--- config.mk ---
export PLATFORM = sky130hd
export DESIGN_NAME = poll_rate_micro_step_planner_top
export DESIGN_NICKNAME = d
export VERILOG_FILES = /design/src/sv/prmsp_pkg.sv /design/src/sv/prmsp_div.sv /design/src/sv/poll_rate_micro_step_planner_top.sv
export SDC_FILE = /design/constraint.sdc
export NUM_CORES = 2
export LEC_CHECK = 0
export BUFFER_PORTS_ARGS = -buffer_cell sky130_fd_sc_hd__buf_2
export CORE_ASPECT_RATIO = 1.25
export CORE_MARGIN = 4
export CORE_UTILIZATION = 35
export CTS_BUF_LIST = sky130_fd_sc_hd__clkbuf_8
export DETAILED_ROUTE_END_ITERATION = 16
export GPL_TIMING_DRIVEN = 0
export SYNTH_ARGS = -nofsm -noshare
export SYNTH_HDL_FRONTEND = slang
export SYNTH_HIERARCHICAL = 1
export SYNTH_SLANG_ARGS = --single-unit
export TNS_END_PERCENT = 50
--- constraint.sdc ---
create_clock -name clk_i -period 6.1 [get_ports clk_i]
set_clock_uncertainty 0.05 [all_clocks]
set_input_delay 1.22 -clock clk_i [delete_from_list [all_inputs] [get_ports clk_i]]
set_output_delay 1.22 -clock clk_i [all_outputs]
set_load 0.05 [all_outputs]
--- src/sv/prmsp_pkg.sv ---
// Package for the poll-rate micro-step planner: widths, constants, sequencer states.
package prmsp_pkg;

  // Defaults for the top-level parameters.
  localparam int unsigned RING_DEPTH_DEF    = 64;
  localparam int unsigned MAX_STEPS_DEF     = 8;
  localparam int unsigned MAX_OUTPUT_HZ_DEF = 64000;

  // Field widths.
  localparam int unsigned RATE_W  = 16;
  localparam int unsigned STEPS_W = 7;
  localparam int unsigned VHZ_W   = 22;

  // Shared divider widths: 1e6 needs 20 bits, the divisor is a 16-bit rate or interval.
  localparam int unsigned DVD_W = 20;
  localparam int unsigned DVS_W = 16;

  localparam logic [RATE_W-1:0] DT_MIN_US       = 16'd20;
  localparam logic [RATE_W-1:0] DT_MAX_US       = 16'd50000;
  localparam logic [DVD_W-1:0]  US_PER_S        = 20'd1000000;
  localparam logic [RATE_W-1:0] PEAK_LO_HZ      = 16'd125;
  localparam logic [RATE_W-1:0] PEAK_HI_HZ      = 16'd24000;
  localparam logic [RATE_W-1:0] DEFAULT_HZ      = 16'd1000;
  localparam logic [RATE_W-1:0] TARGET_LO_HZ    = 16'd1000;
  localparam logic [RATE_W-1:0] TARGET_HI_HZ    = 16'd8000;
  localparam logic [RATE_W-1:0] FORCE_TARGET_HZ = 16'd7500;
  localparam logic [RATE_W-1:0] FORCE_RATE_HZ   = 16'd3200;
  localparam logic [RATE_W-1:0] VRATE_RESET     = 16'd8000;

  typedef enum logic [2:0] {
    ST_IDLE,
    ST_SCAN,
    ST_PEAK_DIV,
    ST_PLAN,
    ST_STEP_DIV,
    ST_MUL,
    ST_FINISH
  } state_e;

endpackage

--- src/sv/prmsp_div.sv ---
// Iterative restoring divider, one quotient bit per cycle.
module prmsp_div (
  input  logic                          clk_i,
  input  logic                          rst_ni,
  input  logic                          start_i,
  input  logic [prmsp_pkg::DVD_W-1:0]   dividend_i,
  input  logic [prmsp_pkg::DVS_W-1:0]   divisor_i,
  output logic                          done_o,
  output logic [prmsp_pkg::DVD_W-1:0]   quotient_o
);

  localparam int unsigned DVD_W = prmsp_pkg::DVD_W;
  localparam int unsigned DVS_W = prmsp_pkg::DVS_W;
  localparam int unsigned CNT_W = $clog2(DVD_W);
  localparam logic [CNT_W-1:0] LAST = CNT_W'(DVD_W - 1);

  logic             busy_q;
  logic             done_q;
  logic [CNT_W-1:0] cnt_q;
  logic [DVD_W-1:0] quo_q, quo_d;
  logic [DVS_W-1:0] rem_q, rem_d;
  logic [DVS_W-1:0] dvs_q;
  logic [DVS_W:0]   shifted;
  logic [DVS_W:0]   diff;

  always_comb begin
    shifted = {rem_q, quo_q[DVD_W-1]};
    diff    = shifted - {1'b0, dvs_q};
    if (shifted >= {1'b0, dvs_q}) begin
      rem_d = diff[DVS_W-1:0];
      quo_d = {quo_q[DVD_W-2:0], 1'b1};
    end else begin
      rem_d = shifted[DVS_W-1:0];
      quo_d = {quo_q[DVD_W-2:0], 1'b0};
    end
  end

  always_ff @(posedge clk_i or negedge rst_ni) begin
    if (!rst_ni) begin
      busy_q <= 1'b0;
      done_q <= 1'b0;
      cnt_q  <= '0;
    end else begin
      done_q <= busy_q && (cnt_q == LAST);
      if (start_i) begin
        busy_q <= 1'b1;
        cnt_q  <= '0;
      end else if (busy_q) begin
        if (cnt_q == LAST) begin
          busy_q <= 1'b0;
        end
        cnt_q <= cnt_q + 1'b1;
      end
    end
  end

  always_ff @(posedge clk_i) begin
    if (start_i) begin
      quo_q <= dividend_i;
      rem_q <= '0;
      dvs_q <= divisor_i;
    end else if (busy_q) begin
      quo_q <= quo_d;
      rem_q <= rem_d;
    end
  end

  assign done_o     = done_q;
  assign quotient_o = quo_q;

endmodule

--- src/sv/poll_rate_micro_step_planner_top.sv ---
// Top level of the poll-rate micro-step planner: ring, scan sequencer, planning datapath.
//
// Usage:
//  - Input stream (s_axis_*): tuser carries the operation (0 record, 1 query).
//    A record transfer writes interval_us into the ring and gives no output.
//    A query scans the stored intervals, derives the peak rate and the
//    micro-step plan, and gives one output transfer.
//  - Output stream (m_axis_*): one transfer per query; tuser flags fallback.
//  - Config channel (cfg_*): always ready; writes the virtual rate limit.
//    Write it only while no query is in flight.
//  - Query sequence: the scan reads one stored interval per cycle through the single
//    memory read port; when a valid interval is found, the shared divider then
//    runs two passes (20 quotient steps each), followed by the plan, multiply
//    and output load steps. On fallback the peak divide is skipped.
//  - Throughput: records one per cycle while the block is idle; the input is not
//    ready while a query is being worked on, so a new query waits until the
//    previous one has loaded its result.
//  - Stall: the result sits in an output register; the block returns to idle
//    and keeps taking records, and a later query waits in its final step
//    until the previous result has been taken.
//  - Reset: ring pointer and fill count clear, the limit returns to 8000 Hz;
//    ring contents stay undefined, but only written entries are ever scanned.
module poll_rate_micro_step_planner_top #(
  parameter int unsigned RING_DEPTH    = prmsp_pkg::RING_DEPTH_DEF,
  parameter int unsigned MAX_STEPS     = prmsp_pkg::MAX_STEPS_DEF,
  parameter int unsigned MAX_OUTPUT_HZ = prmsp_pkg::MAX_OUTPUT_HZ_DEF
) (
  input  logic        clk_i,
  input  logic        rst_ni,
  // input stream
  input  logic        s_axis_tvalid_i,
  output logic        s_axis_tready_o,
  input  logic [47:0] s_axis_tdata_i,   // interval_us, physical_hz, reported_hz
  input  logic [0:0]  s_axis_tuser_i,   // operation
  // output stream
  output logic        m_axis_tvalid_o,
  input  logic        m_axis_tready_i,
  output logic [47:0] m_axis_tdata_o,   // micro_steps, virtual_hz, peak_hz, zero pad
  output logic [0:0]  m_axis_tuser_o,   // used_fallback
  // configuration write
  input  logic        cfg_valid_i,
  output logic        cfg_ready_o,
  input  logic [15:0] cfg_data_i        // virtual_rate_limit
);

  localparam int unsigned RATE_W  = prmsp_pkg::RATE_W;
  localparam int unsigned STEPS_W = prmsp_pkg::STEPS_W;
  localparam int unsigned VHZ_W   = prmsp_pkg::VHZ_W;
  localparam int unsigned DVD_W   = prmsp_pkg::DVD_W;
  localparam int unsigned PROD_W  = RATE_W + STEPS_W;
  localparam int unsigned PTR_W   = (RING_DEPTH > 1) ? $clog2(RING_DEPTH) : 1;
  localparam int unsigned CNT_W   = $clog2(RING_DEPTH + 1);

  localparam logic [PTR_W-1:0]   PTR_LAST   = PTR_W'(RING_DEPTH - 1);
  localparam logic [CNT_W-1:0]   FILL_FULL  = CNT_W'(RING_DEPTH);
  localparam logic [STEPS_W-1:0] STEPS_MAX  = STEPS_W'(MAX_STEPS);
  localparam logic [PROD_W-1:0]  VHZ_CAP    = PROD_W'(MAX_OUTPUT_HZ);

  typedef prmsp_pkg::state_e state_e;

  state_e state_q, state_d;

  // ring
  logic [RATE_W-1:0] ring_mem [RING_DEPTH];
  logic [RATE_W-1:0] rd_data_q;
  logic              rd_vld_q;
  logic [PTR_W-1:0]  wp_q;
  logic [CNT_W-1:0]  fill_q;
  logic [CNT_W-1:0]  idx_q;

  // query operands and planning registers
  logic [RATE_W-1:0]  phys_q, rep_q;
  logic [RATE_W-1:0]  best_q;
  logic [RATE_W-1:0]  peak_q;
  logic               fb_q;
  logic [RATE_W-1:0]  rate_q, srate_q;
  logic [STEPS_W-1:0] steps_q;
  logic [PROD_W-1:0]  prod_q;
  logic [RATE_W-1:0]  vlimit_q;

  // output register
  logic               out_vld_q;
  logic [STEPS_W-1:0] out_steps_q;
  logic [VHZ_W-1:0]   out_vhz_q;
  logic [RATE_W-1:0]  out_peak_q;
  logic               out_fb_q;

  // shared divider
  logic               div_start;
  logic [DVD_W-1:0]   div_dvd;
  logic [RATE_W-1:0]  div_dvs;
  logic               div_done;
  logic [DVD_W-1:0]   div_quo;

  logic in_xfer, rec_xfer, qry_xfer, out_xfer;
  logic scan_end;
  logic in_range;
  logic [RATE_W-1:0] target;
  logic [RATE_W-1:0] rate_max, rate_c, srate_c;
  logic [RATE_W-1:0] peak_div;
  logic [STEPS_W-1:0] steps_c;
  logic              load_out;

  assign s_axis_tready_o = (state_q == prmsp_pkg::ST_IDLE);
  assign cfg_ready_o     = 1'b1;
  assign in_xfer  = s_axis_tvalid_i && s_axis_tready_o;
  assign rec_xfer = in_xfer && !s_axis_tuser_i[0];
  assign qry_xfer = in_xfer && s_axis_tuser_i[0];
  assign out_xfer = out_vld_q && m_axis_tready_i;

  assign scan_end = (idx_q == fill_q) && !rd_vld_q;
  assign in_range = (rd_data_q >= prmsp_pkg::DT_MIN_US) && (rd_data_q <= prmsp_pkg::DT_MAX_US);

  // planning arithmetic
  always_comb begin
    target = vlimit_q;
    if (target < prmsp_pkg::TARGET_LO_HZ) begin
      target = prmsp_pkg::TARGET_LO_HZ;
    end else if (target > prmsp_pkg::TARGET_HI_HZ) begin
      target = prmsp_pkg::TARGET_HI_HZ;
    end
    rate_max = (peak_q > phys_q) ? peak_q : phys_q;
    rate_c   = (rate_max < prmsp_pkg::PEAK_LO_HZ) ? prmsp_pkg::DEFAULT_HZ : rate_max;
    srate_c  = (rate_c > prmsp_pkg::PEAK_HI_HZ) ? prmsp_pkg::PEAK_HI_HZ : rate_c;

    // peak from 1e6 / best, clamped to 125..24000
    if (div_quo > DVD_W'(prmsp_pkg::PEAK_HI_HZ)) begin
      peak_div = prmsp_pkg::PEAK_HI_HZ;
    end else if (div_quo < DVD_W'(prmsp_pkg::PEAK_LO_HZ)) begin
      peak_div = prmsp_pkg::PEAK_LO_HZ;
    end else begin
      peak_div = div_quo[RATE_W-1:0];
    end

    // step count: ceil quotient clamped, then forced to the maximum when target >= 7500 Hz and srate < 3200 Hz
    if (div_quo == '0) begin
      steps_c = STEPS_W'(1);
    end else if (div_quo > DVD_W'(MAX_STEPS)) begin
      steps_c = STEPS_MAX;
    end else begin
      steps_c = div_quo[STEPS_W-1:0];
    end
    if ((target >= prmsp_pkg::FORCE_TARGET_HZ) && (steps_c < STEPS_MAX)
        && (srate_q < prmsp_pkg::FORCE_RATE_HZ)) begin
      steps_c = STEPS_MAX;
    end
  end

  // sequencer
  always_comb begin
    state_d   = state_q;
    div_start = 1'b0;
    div_dvd   = prmsp_pkg::US_PER_S;
    div_dvs   = best_q;
    load_out  = 1'b0;
    unique case (state_q)
      prmsp_pkg::ST_IDLE: begin
        if (qry_xfer) begin
          state_d = prmsp_pkg::ST_SCAN;
        end
      end
      prmsp_pkg::ST_SCAN: begin
        if (scan_end) begin
          if (best_q == '0) begin
            state_d = prmsp_pkg::ST_PLAN;
          end else begin
            div_start = 1'b1;
            state_d   = prmsp_pkg::ST_PEAK_DIV;
          end
        end
      end
      prmsp_pkg::ST_PEAK_DIV: begin
        if (div_done) begin
          state_d = prmsp_pkg::ST_PLAN;
        end
      end
      prmsp_pkg::ST_PLAN: begin
        div_start = 1'b1;
        div_dvd   = DVD_W'(target) + DVD_W'(srate_c) - DVD_W'(1);
        div_dvs   = srate_c;
        state_d   = prmsp_pkg::ST_STEP_DIV;
      end
      prmsp_pkg::ST_STEP_DIV: begin
        if (div_done) begin
          state_d = prmsp_pkg::ST_MUL;
        end
      end
      prmsp_pkg::ST_MUL: begin
        state_d = prmsp_pkg::ST_FINISH;
      end
      prmsp_pkg::ST_FINISH: begin
        if (!out_vld_q || m_axis_tready_i) begin
          load_out = 1'b1;
          state_d  = prmsp_pkg::ST_IDLE;
        end
      end
      default: begin
        state_d = prmsp_pkg::ST_IDLE;
      end
    endcase
  end

  prmsp_div u_div (
    .clk_i      (clk_i),
    .rst_ni     (rst_ni),
    .start_i    (div_start),
    .dividend_i (div_dvd),
    .divisor_i  (div_dvs),
    .done_o     (div_done),
    .quotient_o (div_quo)
  );

  // ring memory: one write port, one registered read port
  always_ff @(posedge clk_i) begin
    if (rec_xfer) begin
      ring_mem[wp_q] <= s_axis_tdata_i[15:0];
    end
    rd_data_q <= ring_mem[idx_q[PTR_W-1:0]];
  end

  // control state
  always_ff @(posedge clk_i or negedge rst_ni) begin
    if (!rst_ni) begin
      state_q   <= prmsp_pkg::ST_IDLE;
      wp_q      <= '0;
      fill_q    <= '0;
      idx_q     <= '0;
      rd_vld_q  <= 1'b0;
      vlimit_q  <= prmsp_pkg::VRATE_RESET;
      out_vld_q <= 1'b0;
    end else begin
      state_q <= state_d;
      if (cfg_valid_i) begin
        vlimit_q <= cfg_data_i;
      end
      if (rec_xfer) begin
        wp_q <= (wp_q == PTR_LAST) ? '0 : wp_q + 1'b1;
        if (fill_q != FILL_FULL) begin
          fill_q <= fill_q + 1'b1;
        end
      end
      if (qry_xfer) begin
        idx_q    <= '0;
        rd_vld_q <= 1'b0;
      end else if (state_q == prmsp_pkg::ST_SCAN) begin
        rd_vld_q <= (idx_q != fill_q);
        if (idx_q != fill_q) begin
          idx_q <= idx_q + 1'b1;
        end
      end
      if (load_out) begin
        out_vld_q <= 1'b1;
      end else if (out_xfer) begin
        out_vld_q <= 1'b0;
      end
    end
  end

  // datapath registers
  always_ff @(posedge clk_i) begin
    if (qry_xfer) begin
      phys_q <= s_axis_tdata_i[31:16];
      rep_q  <= s_axis_tdata_i[47:32];
      best_q <= '0;
    end
    if ((state_q == prmsp_pkg::ST_SCAN) && rd_vld_q && in_range
        && ((best_q == '0) || (rd_data_q < best_q))) begin
      best_q <= rd_data_q;
    end
    if ((state_q == prmsp_pkg::ST_SCAN) && scan_end) begin
      fb_q   <= (best_q == '0);
      peak_q <= (rep_q > RATE_W'(1)) ? rep_q : prmsp_pkg::DEFAULT_HZ;
    end
    if ((state_q == prmsp_pkg::ST_PEAK_DIV) && div_done) begin
      peak_q <= peak_div;
    end
    if (state_q == prmsp_pkg::ST_PLAN) begin
      rate_q  <= rate_c;
      srate_q <= srate_c;
    end
    if ((state_q == prmsp_pkg::ST_STEP_DIV) && div_done) begin
      steps_q <= steps_c;
    end
    if (state_q == prmsp_pkg::ST_MUL) begin
      prod_q <= PROD_W'(rate_q) * PROD_W'(steps_q);
    end
    if (load_out) begin
      out_steps_q <= steps_q;
      out_vhz_q   <= (prod_q > VHZ_CAP) ? VHZ_CAP[VHZ_W-1:0] : prod_q[VHZ_W-1:0];
      out_peak_q  <= peak_q;
      out_fb_q    <= fb_q;
    end
  end

  assign m_axis_tvalid_o = out_vld_q;
  assign m_axis_tdata_o  = {3'b000, out_peak_q, out_vhz_q, out_steps_q};
  assign m_axis_tuser_o  = out_fb_q;

  // checks
  a_fill_bound: assert property (@(posedge clk_i) disable iff (!rst_ni)
    fill_q <= FILL_FULL)
    else $error("ring fill count beyond ring depth");

  a_scan_bound: assert property (@(posedge clk_i) disable iff (!rst_ni)
    (state_q == prmsp_pkg::ST_SCAN) |-> (idx_q <= fill_q))
    else $error("scan index passed the fill count");

  a_div_owner: assert property (@(posedge clk_i) disable iff (!rst_ni)
    div_done |-> ((state_q == prmsp_pkg::ST_PEAK_DIV) || (state_q == prmsp_pkg::ST_STEP_DIV)))
    else $error("divider finished outside a divide step");

  a_steps_range: assert property (@(posedge clk_i) disable iff (!rst_ni)
    $rose(out_vld_q) |-> ((out_steps_q >= STEPS_W'(1)) && (out_steps_q <= STEPS_MAX)))
    else $error("step count out of range");

  a_peak_range: assert property (@(posedge clk_i) disable iff (!rst_ni)
    ($rose(out_vld_q) && !out_fb_q) |->
      ((out_peak_q >= prmsp_pkg::PEAK_LO_HZ) && (out_peak_q <= prmsp_pkg::PEAK_HI_HZ)))
    else $error("measured peak outside clamp range");

endmodule

Word level (Yosys, flattened, before mapping)

Memories as Yosys holds them, arrays and structs flattened. A register that Yosys moved wholly into a read port is not among the register bits.
Cells that the tools add are included.

Register bits: 273
Latch bits: 0
RAM bits: 1,024
ROM bits: 0
Output and inout port bits: 52
Logic and storage cells: 147
Memories: 1

Add/subtract/negate cells: 7
Multipliers: 1
Divide/modulo/power cells: 0
Magnitude comparators: 17
Eq/ne operators: 16
Shift operators: 0
Muxes and demuxes: 47
Bitwise logic cells: 0
Reduce and logical (&&, ||, !) cells: 32

Memory list:

| memory   | words | bits a word | rd ports | clocked after memory_dff | write ports | line                                   | text |
|---|---|---|---|---|---|---|---|
| ring_mem | 64    | 16          | 1        | 1                        | 1           | poll_rate_micro_step_planner_top.sv:64 | `logic [RATE_W-1:0] ring_mem [RING_DEPTH];` |

Operator list:

| kind                                                                               | number |
|---|---|
| 16-bit two-way mux                                                                 | 14 |
| 20-bit two-way mux                                                                 | 3 |
| 7-bit two-way mux                                                                  | 5 |
| 23-bit by 16-bit greater-than comparator with 1-bit output (second input constant) | 1 |
| 16-bit by 7-bit multiplier with 23-bit output                                      | 1 |
| 3-bit one-hot mux with 7 select lines                                              | 1 |
| 20-bit by 15-bit greater-than comparator with 1-bit output (second input constant) | 1 |
| 20-bit by 4-bit greater-than comparator with 1-bit output (second input constant)  | 1 |
| 20-bit zero test                                                                   | 1 |
| 20-bit by 7-bit less-than comparator with 1-bit output (second input constant)     | 1 |
| 17-bit by 1-bit subtractor with 18-bit output (second input constant)              | 1 |
| 16-bit by 16-bit adder with 17-bit output                                          | 1 |
| 17-bit by 16-bit >= comparator with 1-bit output                                   | 1 |
| 16-bit by 13-bit >= comparator with 1-bit output (second input constant)           | 1 |
| 16-bit by 5-bit >= comparator with 1-bit output (second input constant)            | 1 |
| 16-bit by 1-bit greater-than comparator with 1-bit output (second input constant)  | 1 |
| 16-bit by 13-bit greater-than comparator with 1-bit output (second input constant) | 1 |
| 16-bit by 15-bit greater-than comparator with 1-bit output (second input constant) | 1 |
| 16-bit greater-than comparator                                                     | 1 |
| 16-bit <= comparator (second input constant)                                       | 1 |
| 16-bit zero test                                                                   | 1 |
| 16-bit by 10-bit less-than comparator with 1-bit output (second input constant)    | 1 |
| 16-bit by 12-bit less-than comparator with 1-bit output (second input constant)    | 1 |
| 16-bit less-than comparator                                                        | 1 |
| other kinds (28)                                                                   | 77 |

Logic depth before layout (Yosys ltp)

Depth in word-level cells: 10
Mapped depth: 26

Hierarchy

The synthesis kept the hierarchy.

Modules (own cells, without submodules):

| module                           | times used | cells an instance | area each (um^2) | seq. area each (um^2) |
|---|---|---|---|---|
| poll_rate_micro_step_planner_top | 1          | 2,892             | 53,304.9         | 37,088.1 |
| prmsp_div                        | 1          | 327               | 3,413.3          | 1,576.5 |

Worst setup path before layout

No wires, ideal clock.

Kind: reg2reg
Start point: reg peak_q[7]
End point: reg u_div.quo_q[17] (netlist: u_div/quotient_o[17]) (data pin)
Library setup time: 0.260 ns
Data arrival time: 4.987 ns
Required time: 5.790 ns
Path slack: 0.803 ns
Stages on the path, launching flop included: 23
Buffers on the path: 0
Clock period less this slack: 5.297 ns
Cell sequence: edfxtp_1 > ha_1 > a21oi_1 > o21ai_1 > a221oi_2 > o221ai_2 > and4_4 > nor4_4 > a21boi_2 > or3_1 > ha_1 > inv_1 > ha_1 > inv_1 > fa_1 > nor2b_1 > o21a_1 > o21ai_0 > a211oi_1 > nor3_1 > o31ai_1 > a31oi_1 > mux2_2

Longest elaborated chain between the ends: 10

Ends and longest elaborated chain:

| element                                                    | line                                    | text |
|---|---|---|
| start, declared                                            | poll_rate_micro_step_planner_top.sv:74  | `logic [RATE_W-1:0] peak_q;` |
| start signal, assigned                                     | poll_rate_micro_step_planner_top.sv:272 | `peak_q <= (rep_q > RATE_W'(1)) ? rep_q : prmsp_pkg::DEFAULT_HZ;` |
| start signal, assigned                                     | poll_rate_micro_step_planner_top.sv:275 | `peak_q <= peak_div;` |
| 16-bit greater-than comparator                             | poll_rate_micro_step_planner_top.sv:122 | `rate_max = (peak_q > phys_q) ? peak_q : phys_q;` |
| 16-bit two-way mux *                                       | poll_rate_micro_step_planner_top.sv:122 |  |
| 16-bit by 7-bit less-than comparator with 1-bit output     | poll_rate_micro_step_planner_top.sv:123 | `rate_c = (rate_max < prmsp_pkg::PEAK_LO_HZ) ? prmsp_pkg::DEFAULT_HZ : rate_max;` |
| 16-bit two-way mux *                                       | poll_rate_micro_step_planner_top.sv:123 |  |
| 16-bit by 15-bit greater-than comparator with 1-bit output | poll_rate_micro_step_planner_top.sv:124 | `srate_c = (rate_c > prmsp_pkg::PEAK_HI_HZ) ? prmsp_pkg::PEAK_HI_HZ : rate_c;` |
| 16-bit two-way mux *                                       | poll_rate_micro_step_planner_top.sv:124 |  |
| 16-bit by 16-bit adder with 17-bit output *                | poll_rate_micro_step_planner_top.sv:179 | `div_dvd = DVD_W'(target) + DVD_W'(srate_c) - DVD_W'(1);` |
| 17-bit by 1-bit subtractor with 18-bit output *            | poll_rate_micro_step_planner_top.sv:179 |  |
| 20-bit two-way mux *                                       | poll_rate_micro_step_planner_top.sv:156 | `unique case (state_q)` |
| named net div_dvd[17]                                      | poll_rate_micro_step_planner_top.sv:90  | `logic [DVD_W-1:0] div_dvd;` |
| 20-bit two-way mux *                                       | prmsp_div.sv:58                         | `if (start_i) begin` |
| end signal, assigned                                       | prmsp_div.sv:59                         | `quo_q <= dividend_i;` |
| end signal, assigned                                       | prmsp_div.sv:63                         | `quo_q <= quo_d;` |
| end, declared                                              | prmsp_div.sv:20                         | `logic [DVD_W-1:0] quo_q, quo_d;` |

The timed path passes the listed nets; every way through them passes the cells marked *.
A chain may end at the register's enable or synchronous reset.

Worst setup path after layout

Start point: reg peak_q[9]
End point: reg u_div.quo_q[12] (netlist: u_div/quotient_o[12]) (data pin)

Same word-level chain as after synthesis.

==> out/results.ini <==
[logic_synthesis]
synth-async-reset-ratio=0.0368
yosys_warnings=6
synth_mux_area_frac=0.142
synth_xor_area_frac=0.00957
synth_cells=3219
synth_top_family_by_area=multiplexers
synth-compound-area-share=0.0346
synth-seq-cells=1306
ys.flop_type=edfxtp_1
synth_area_mm2=0.0567
synth-simple-area-share=0.0556
ys_seq_area_frac=0.682
synth_edf_count=1226
yosysUniqueCellTypes=91
syn_avg_cell_area_um2=17.6
synth-adder-area-share=0.0524

[layout]
area_growth_pct=15.5
final-instance-count-excl-fill=5986
drive_above_1_share=0.267
nets=3919

[pwr]
finalPower_mw=26.7
swShare=0.336
leakage_nw=22.3
p_comb_frac=0.330
pwr_density_cell_mw_per_mm2=407
seqPwrFrac=0.410
ir_drop_uv=260
p_sw_mw=8.96
p_int_mw=17.7
clockPowerShare=0.260

[run]
maxCapViolCount=0

[die]
dieArea_mm2=0.169
row_count=164
start_util=0.353
ios=122
chipHeight_um=458
core_mm2=0.160
die_x_um=368

[worst_setup_path]
setup.worst_path.start_class=flop
cp_max_fo=10
cp-end-kind=flop
cp.required_ns=6.69
worstPathArrival_ns=6.40
reg2reg_from=peak_q[9]
critPathKind=flop to flop
critPathLaunch=peak_q[9]

[route]
vias=31300
finalWirelength_mm=145
via_per_inst=5.23
final_antenna_net_count=0
drc=0
wl_met1_mm=55.3
route.met2.wl_mm=73.6
wl_per_cell_um=24.3
firstDrtPassIters=8
topRoutingLayerUsed=met5
drt_iter0_drc=2785
dr_wl_met3_mm=9.18

[sta]
hold_viol=0
maxSlewViolCount=0
rsz0062_at_grt=false
relSlewSlack=0.0340
tns_ns=0
tightestPinTransition_ns=1.45
setup_viol=0
period_minus_slack_ns=5.81
timing.fmax_mhz=172
fin_crit_sh=0.952
finalWorstSetupSlack_ns=0.291

[place]
place_ws_ns=-0.309
hpwl_mm=99.0
port_buffers=116
gp_congestion=0.893
placed_cells=5574

[status]
status=completed

[global_routing]
grt_pass1_vias=31900
grt_pass1_wl_mm=213
track_usage=0.170
antenna_found_initial=10
grt_max_degree=65
overflow=0

[cts]
tritoncts=yes
cts-htree-levels=4
holdBufCountCts=0
cts-root-buf=clkbuf_8
cts_made_buffers=205
clock_latency_ns=0.92
cts_buffer_depth=3
cts_sinks=1306
path_clk_slew_ns=0.07

[hold_path]
holdCritPathClass=input port to async pin

[area by class of cell]
cell class	count	area [µm²]
multi-input combinational	1611	17200
antenna	5	12.5
inverter	179	672
sequential	1306	38700
tap	2158	2700
timing repair buffer	212	1800
fill	14500	95000
clock inverter	166	920
clock buffer	210	2890
buffer	139	674
[metal layers]
metal | GRT usage | vias to the layer above
li1 | - | 13600
met5 | 0 | -
met2 | 0.292 | 1128
met4 | 0.0782 | 12
met3 | 0.0347 | 291
met1 | 0.207 | 16300
[path summary, 6_finish.rpt]
path | endpoint | slack [ns] | cells after the start
setup / recovery | u_div/quotient_o[12] | 0.29 | 23
setup reg to reg | u_div/quotient_o[12] | 0.29 | 23
min in group clk_i | m_axis_tuser_o | 0.41 | 0
hold reg to reg | m_axis_tuser_o | 0.41 | 0
max in group asynchronous | vlimit_q[0] | 5.04 | 1
hold / removal | wp_q[5] | 0.33 | 1
[cell families (layout without fill, tap and decap cells)]
kind of cell               count (synthesis)  count (layout)
AOI/OAI and AO/OA                        300             300
and+or+nand+nor                          655             655
DFF                                     1306            1306
buffers and inverters                    318             906
adders and majority gates                195             195
xor gates and xnor gates                  62              62
muxes                                    381             381
other                                      2              23
[synth_stat cells, drive strengths merged, types with 14 or more instances]
master	n	area (µm²)
dfxtp	32	641
mux4	336	7570
buf	62	358
a211oi	14	105
nor3	45	230
dfrtp	42	1050
nor2	174	653
edfxtp	1226	36800
a31oi	14	87.6
a21oi	84	420
nand3	45	225
ha	124	1550
nand4	24	156
and2	48	303
nor4	25	171
nand2b	20	125
xnor2	39	342
nand2	196	738
o21ai	75	375
mux2	40	450
inv	178	668
a21o	22	166
xor2	23	201
or3	14	87.6
fa	71	1420
clkbuf	77	309
[state kept, by name, indices dropped and copies added, names as in the netlist, 3 cells and up]
register,cells
u_div/rem_q,16
wp_q,6
fill_q,7
steps_q,7
state_q,3
srate_q,9
u_div/cnt_q,5
rep_q,16
rd_data_q,16
prod_q,23
u_div/quotient_o,20
phys_q,16
out_vhz_q,22
out_steps_q,7
u_div/dvs_q,16
best_q,16
out_peak_q,16
peak_q,16
idx_q,7
ring_mem,1024
vlimit_q,16
rate_q,16
[repair_timing]
item / 4_1_cts / 5_1_grt
endpoints found under the hold margin: 0 / 0
buffers inserted: 2 / 28
gates resized for setup: 11 / 31
pin swaps: 2 / 13
endpoints found under the setup margin: 8 / 12
[worst max-delay path: stages (launching register included)]
cell	delay (ns)
edfxtp_1	0.52
ha_1	0.35
and4_1	0.24
a221oi_2	0.28
buf_4	0.17
o221ai_4	0.18
nand2_2	0.24
mux2i_4	0.46
and2_1	0.21
buf_6	0.14
buf_6	0.15
o21ai_0	0.13
ha_1	0.31
inv_1	0.04
ha_1	0.23
a211oi_2	0.24
o21bai_1	0.15
a31oi_2	0.20
o21ai_1	0.13
o41ai_2	0.43
buf_4	0.19
xor2_1	0.14
nor2_1	0.06
mux2_2	0.29
[through the flow]
step | utilization | instance area (µm²) | hold WS, ns
CTS | 0.405 | 65100 | 0.267
detailed placement | 0.381 | 61200 | 0.417
global placement | 0.374 | 60100 | 0.433
global route | 0.408 | 65500 | 0.308
finish | 0.408 | 65500 | 0.334
floorplan | - | 56800 | 0.350
[power by group through the flow]
stage | Clock (mW) | Combinational [mW] | Sequential [mW]
final | 6.94 | 8.81 | 10.9
after floorplan | 0 | 5.88 | 11.0
after detailed placement | 0 | 8.75 | 11.1
after global routing | 7.56 | 9.47 | 11.0
after global placement | 0 | 8.63 | 11.1
after CTS | 7.13 | 8.80 | 10.9
[cells in the final DEF (no fill, tap or decap), drive strengths merged, types with 48 or more instances in the layout]
cell type	count
fa	71
and2	48
mux4	336
nand2	196
clkinv	75
inv	260
nor2	174
ha	124
clkbuf	288
a21oi	84
o21ai	75
edfxtp	1226
buf	273
No activity file was read; power rests on OpenSTA's default activity.
